<file path="src/prld_pkg.sv">
`default_nettype none
package prld_pkg;
    localparam int STORE_LAST_INDEX = 255;
    localparam int STORE_DEPTH = STORE_LAST_INDEX + 1;
    localparam int AW = $clog2(STORE_DEPTH);
    localparam int WIW = $clog2(STORE_DEPTH + 1);

    localparam logic [1:0] OP_START = 2'd0;
    localparam logic [1:0] OP_EDGE  = 2'd1;
    localparam logic [1:0] OP_CHECK = 2'd2;

    localparam logic [2:0] OUT_NONE    = 3'd0;
    localparam logic [2:0] OUT_VALID   = 3'd1;
    localparam logic [2:0] OUT_NO_END  = 3'd2;
    localparam logic [2:0] OUT_SHORT   = 3'd3;
    localparam logic [2:0] OUT_TIMEOUT = 3'd4;

    localparam logic [2:0] REG_RUN_LENGTH   = 3'd0;
    localparam logic [2:0] REG_DELTA_WINDOW = 3'd1;
    localparam logic [2:0] REG_MIN_WIDTH    = 3'd2;
    localparam logic [2:0] REG_LONG_IDLE    = 3'd3;
    localparam logic [2:0] REG_IDLE_MATCH   = 3'd4;
    localparam logic [2:0] REG_REPEAT_LIMIT = 3'd5;
    localparam logic [2:0] REG_WAKE_IDLE    = 3'd6;
    localparam logic [2:0] REG_TIMEOUT      = 3'd7;

    typedef struct packed {
        logic [7:0]  run_length;
        logic [15:0] delta_window;
        logic [16:0] min_width;
        logic [31:0] long_idle_us;
        logic [31:0] idle_match_us;
        logic [7:0]  idle_repeat_limit;
        logic [31:0] wake_idle_us;
        logic [30:0] timeout_ms;
    } t_cfg;

    typedef struct packed {
        logic [1:0]  opcode;
        logic [16:0] width;
        logic [31:0] idle_us;
        logic [31:0] now_us;
        logic [31:0] now_ms;
    } t_item;
endpackage
`default_nettype wire

</file>
<file path="src/prld_front.sv">
`default_nettype none
module prld_front (
    input  wire logic           i_clk,
    input  wire logic           i_rst_n,
    input  wire logic           i_valid,
    output logic                o_stall,
    input  wire logic [1:0]     i_opcode,
    input  wire logic [15:0]    i_capture_value,
    input  wire logic [31:0]    i_idle_us,
    input  wire logic [31:0]    i_now_us,
    input  wire logic [31:0]    i_now_ms,
    output logic                o_q_valid,
    output prld_pkg::t_item     o_q_item,
    input  wire logic           i_q_pop
);
    import prld_pkg::*;

    t_item       r_q [2];
    logic        r_wp, r_rp;
    logic [1:0]  r_cnt;
    logic        w_push;

    assign o_stall   = (r_cnt == 2'd2);
    assign w_push    = i_valid && !o_stall;
    assign o_q_valid = (r_cnt != 2'd0);
    assign o_q_item  = r_q[r_rp];

    always_ff @(posedge i_clk) begin
        if (w_push) begin
            r_q[r_wp].opcode  <= i_opcode;
            r_q[r_wp].width   <= {1'b0, i_capture_value} + 17'd1;
            r_q[r_wp].idle_us <= i_idle_us;
            r_q[r_wp].now_us  <= i_now_us;
            r_q[r_wp].now_ms  <= i_now_ms;
        end
        if (!i_rst_n) begin
            r_wp <= 1'b0;
            r_rp <= 1'b0;
            r_cnt <= 2'd0;
        end else begin
            if (w_push) r_wp <= ~r_wp;
            if (i_q_pop) r_rp <= ~r_rp;
            r_cnt <= r_cnt + {1'b0, w_push} - {1'b0, i_q_pop};
        end
    end
endmodule
`default_nettype wire

</file>
<file path="config.mk">
export PLATFORM = sky130hd
export DESIGN_NAME = prld_front
export DESIGN_NICKNAME = d
export VERILOG_FILES = /design/src/prld_pkg.sv /design/src/prld_front.sv
export SDC_FILE = /design/constraint.sdc
export NUM_CORES = 1
export LEC_CHECK = 0
export ABC_CLOCK_PERIOD_IN_PS = 5500
export BUFFER_PORTS_ARGS = -buffer_cell sky130_fd_sc_hd__buf_2
export CAP_MARGIN = 20
export CORE_MARGIN = 2
export CORE_UTILIZATION = 30
export DETAILED_ROUTE_END_ITERATION = 12
export HOLD_SLACK_MARGIN = 0.08
export SLEW_MARGIN = 25
export SYNTH_ARGS = -nofsm -noshare
export SYNTH_HDL_FRONTEND = slang
export SYNTH_SLANG_ARGS = --single-unit
</file>
<file path="constraint.sdc">
create_clock -name i_clk -period 5.5 [get_ports i_clk]
set_input_delay 0 -clock i_clk [delete_from_list [all_inputs] [get_ports i_clk]]
set_output_delay 0 -clock i_clk [all_outputs]
set_load 0.005 [all_outputs]
</file>
======== Word level (Yosys, flattened, before mapping) ========
Memories as Yosys holds them, arrays and structs flattened. A register that Yosys moved wholly into a read port is not among the register bits.
Cells that the tools add are included.
word-level totals
  flip-flop bits (word level) ............. 4
  memory bits (writable) .................. 230
  input port bits ......................... 118
  output and inout port bits .............. 117
  word-level logic and storage cells ...... 17
  memories kept ........................... 1
operators by class
  add/subtract/negate cells ............... 3
  equal/unequal tests ..................... 1
  multiplexer cells ....................... 4
  bitwise gates (word level) .............. 2
  reductions and logical operators ........ 3
memory list
  memory  words  width  rd ports  clocked after memory_dff  write ports  line              RTL
  r_q     2      115    1         1                         1            prld_front.sv:18  t_item r_q [2];
operators with widths
  cell                   count
  $add 16x1->17 const B  1
  $mux 1                 4
  $add 2x1->2            1
  $eq 2x2->1 const B     1
  $not 1->1              2
  $reduce_bool 2->1      1
  $sub 2x1->2            1
  $logic_and 1x1->1      1
  $logic_not 1->1        1

======== Logic depth before layout (Yosys ltp) ========
  depth after elaboration ................. 5
  mapped depth ............................ 8
  depth with buffers taken out ............ 8

======== Worst setup path after synthesis ========
OpenSTA, ideal clock, no wires.
  path kind ............................... register to register
  start ................................... register r_cnt[0]
  end ..................................... memory r_q[1][0] (netlist bit) (enable)
  setup time .............................. 0.488 ns
  arrival ................................. 3.160 ns
  required time ........................... 5.012 ns
  path slack .............................. 1.852 ns
  cell stages (with the launch flop) ...... 3
  buffers on the path ..................... 0
  clock period less this slack ............ 3.648 ns
  path through ............................ dfxtp_1 -> nand2b_1 -> and3_1
between the ends
  cells in the longest elaborated chain, start to end .. 5
ends and longest elaborated chain
  what                          line              RTL
  start, declared               prld_front.sv:20  logic [1:0] r_cnt;
  start signal, assigned        prld_front.sv:43  r_cnt <= r_cnt + {1'b0, w_push} - {1'b0, i_q_pop};
  $eq 2x2->1                    prld_front.sv:23  assign o_stall = (r_cnt == 2'd2);
  $logic_not 1->1               prld_front.sv:24  assign w_push = i_valid && !o_stall;
  $logic_and 1x1->1             prld_front.sv:24
  $mux 1                        prld_front.sv:29  if (w_push) begin
  $mux 1 (implied by the code)  prld_front.sv:34  r_q[r_wp].now_ms <= i_now_ms;
  end, declared                 prld_front.sv:18
Every way passes these cells.

==> out/results.tsv <==
metric	value	unit
layout_setup_ws	2.72	ns
dpl.hpwl	11.4	mm
postLayoutCellArea	12400	um2
drtAntennaViolNets	0	
htree_levels	1	
cp.required	5.50	ns
path_clk_slew	0.06	ns
arrival	2.78	ns
postSynthCellCount	428	
pre_cts_slack	2.79	ns
syn-num-nets	549	
synthToLayoutAreaGrowth	40.9	%
start_kind	register	
crit_chain	buf_4 -> mux2_2 -> buf_2	
setup_viol	0	
initial_utilization	30.6	%
period_minus_slack	2.78	ns
yosysSeqAreaShare	79.4	%
yosys_warnings	0	
core	28900	um2
drtIter0Drc	252	
avgRoutedWirePerCell	15.5	um
ir_drop	0.000283	V
n_fill_cell	2629	
cts_tree	yes	
route.met2.wl	9.39	mm
cts_root_buffer	clkbuf_16	
vias_per_cell	4.27	
insertion_delay	0.51	ns
fp.dieW	176	um
vias	5155	
overflow	0	
grt_pass1_wl	28.6	mm
drt_wl_total	18.7	mm
route.met3.wl	1.29	mm
cap_violations	0	
synth_edf_count	230	
drive_gt1_share	49.0	%
endpoint_kind	output pin	
ys_ff_latch	235	
top_level_ports	235	
max_slew_margin	34.6	%
die_h	176	um
crit_slowest_cell	dfxtp_4	
stdcell_count	1206	
antenna_found_initial	1	
synth_flop_cell	edfxtp_1	
synth_area_per_cell	20.6	um2
status	finished clean	
routed.top_layer	met4	
grt_pass1_vias	5507	
p_leak	4.66	nW
yosysUniqueCellTypes	25	
dp.cells	1038	
final.setup_skew	0.00920	ns
finalNetCount	924	
finalCritPeriodShare	50.6	%
cts_buffers	25	
path_class	reg -> out	
placementRows	62	
cts-resized-gates	0	
timing.fmax	0.359	GHz
firstDrtPassIters	4	
grt_max_degree	68	
cp_slowest_stage_delay	0.98	ns
cts_sinks	235	
grt.total_usage	11.7	%
die_area	30800	um2
hp-class	in -> reg	
place.gp.congestion	0.699	
rsz0062_at_grt	false	
tns	0	ns
async_reset_ff_share	0	%
final_util	43.1	%
routedLengthMet1	7.69	mm
power_density	369	nW/um2
clock_path_buffers	3	
place_area	10500	um2
tightest_slew	0.981	ns
synth_area	8830	um2
port_buffers	234	
drc_errors	0	
hold_viol	0	
slew_violations	0	
critPathMaxFanout	67	
[worst max-delay path: cells and delay by family, from the launching register on]
| kind | cells | cell delay (ns) |
|---|---|---|
| buffers and inverters | 2 | 0.84 |
| DFF | 1 | 0.98 |
| muxes | 1 | 0.40 |
[cell usage after synthesis, types with 2 or more instances]
library cell  count  area (um2)
nand4_1           3        18.8
nand3_2           2        20.0
nor4_2            4        50.1
nor3_1            3        15.0
nand3_1           4        20.0
and2_1            2        12.5
nor2_1            7        26.3
xnor2_1           5        43.8
buf_2             8        40.0
inv_1             8        30.0
dfxtp_1           5         100
mux2_2          115        1290
xor2_1           12         105
buf_4             5        37.5
edfxtp_1        230        6910
nand2_1           4        15.0
ha_1              3        37.5
[what timing repair did]
item | CTS | global route
setup buffers | 0 | 0
hold endpoints to repair | 235 | 0
hold buffers | 122 | 0
[cells by family after synthesis]
kind of cell             after synthesis  share of synthesized area, %
XOR/XNOR                              17                          1.69
AND/OR/NAND/NOR                       35                          2.51
AO/OA/AOI/OAI                          2                         0.113
multiplexers                         115                          14.7
adder cells (fa/ha/maj)                3                         0.425
flip-flops                           235                          79.4
buffers and inverters                 21                          1.22
[where the power goes]
part	total [W]	internal [W]	switching, W
registers	0.00231	0.00225	0.0000655
clock network	0.00157	0.000921	0.000652
logic	0.000705	0.000352	0.000353
[metal layers]
| metal | vias to the layer above | GRT usage (%) |
|---|---|---|
| met5 | - | 0 |
| met4 | 0 | 3.34 |
| met3 | 29 | 3.27 |
| met2 | 154 | 21.0 |
| met1 | 2543 | 13.6 |
| li1 | 2429 | - |
[layout make-up]
type	count	area [um2]	share of cell area, %
tap	384	480	3.86
timing repair buffer	361	2430	19.5
clock buffer	28	637	5.12
inverter	8	32.5	0.262
multi-input combinational	172	1720	13.8
clock inverter	17	129	1.04
sequential	235	7010	56.4
antenna	1	2.50	0.0201
[flip-flops by register name, indices dropped and copies added, names as in the netlist, named ones only]
| signal | count |
|---|---|
| r_q | 230 |
| r_cnt | 2 |
| r_rp | 1 |
| r_wp | 1 |
[final timing paths]
| check | from | to | slack [ns] | cells past startpoint |
|---|---|---|---|---|
| setup / recovery | register | o_q_item[38] | 2.72 | 3 |
| setup reg to reg | r_cnt[0] | r_q[0][106] | 2.83 | 5 |
| hold / removal | i_now_us[4] | r_q[0][36] | 0.21 | 2 |
| hold reg to reg | r_wp | r_wp | 0.49 | 2 |
[through the flow]
stage / power, W / hold WS, ns
floorplan: 0.00270 / 0.0989
global placement: 0.00299 / 0.188
detailed placement: 0.00300 / 0.192
CTS: 0.00467 / 0.173
global route: 0.00481 / 0.183
finish: 0.00459 / 0.207
[cell usage in the layout, fill, tap and decap left out, drive strengths merged]
master         n
mux2         115
or3            1
clkinv        15
xor2          12
diode          1
clkbuf        28
or2            1
bufinv         2
nor4           5
inv            8
and3           1
a21oi          1
dlygate4sd3  122
nor2           7
dfxtp          5
nand2b         1
nand3          6
edfxtp       230
nand4          4
ha             3
xnor2          5
nand2          4
nor3           3
and2           2
o21ai          1
buf          239
Note: power is estimated with default switching activity, not from simulation.
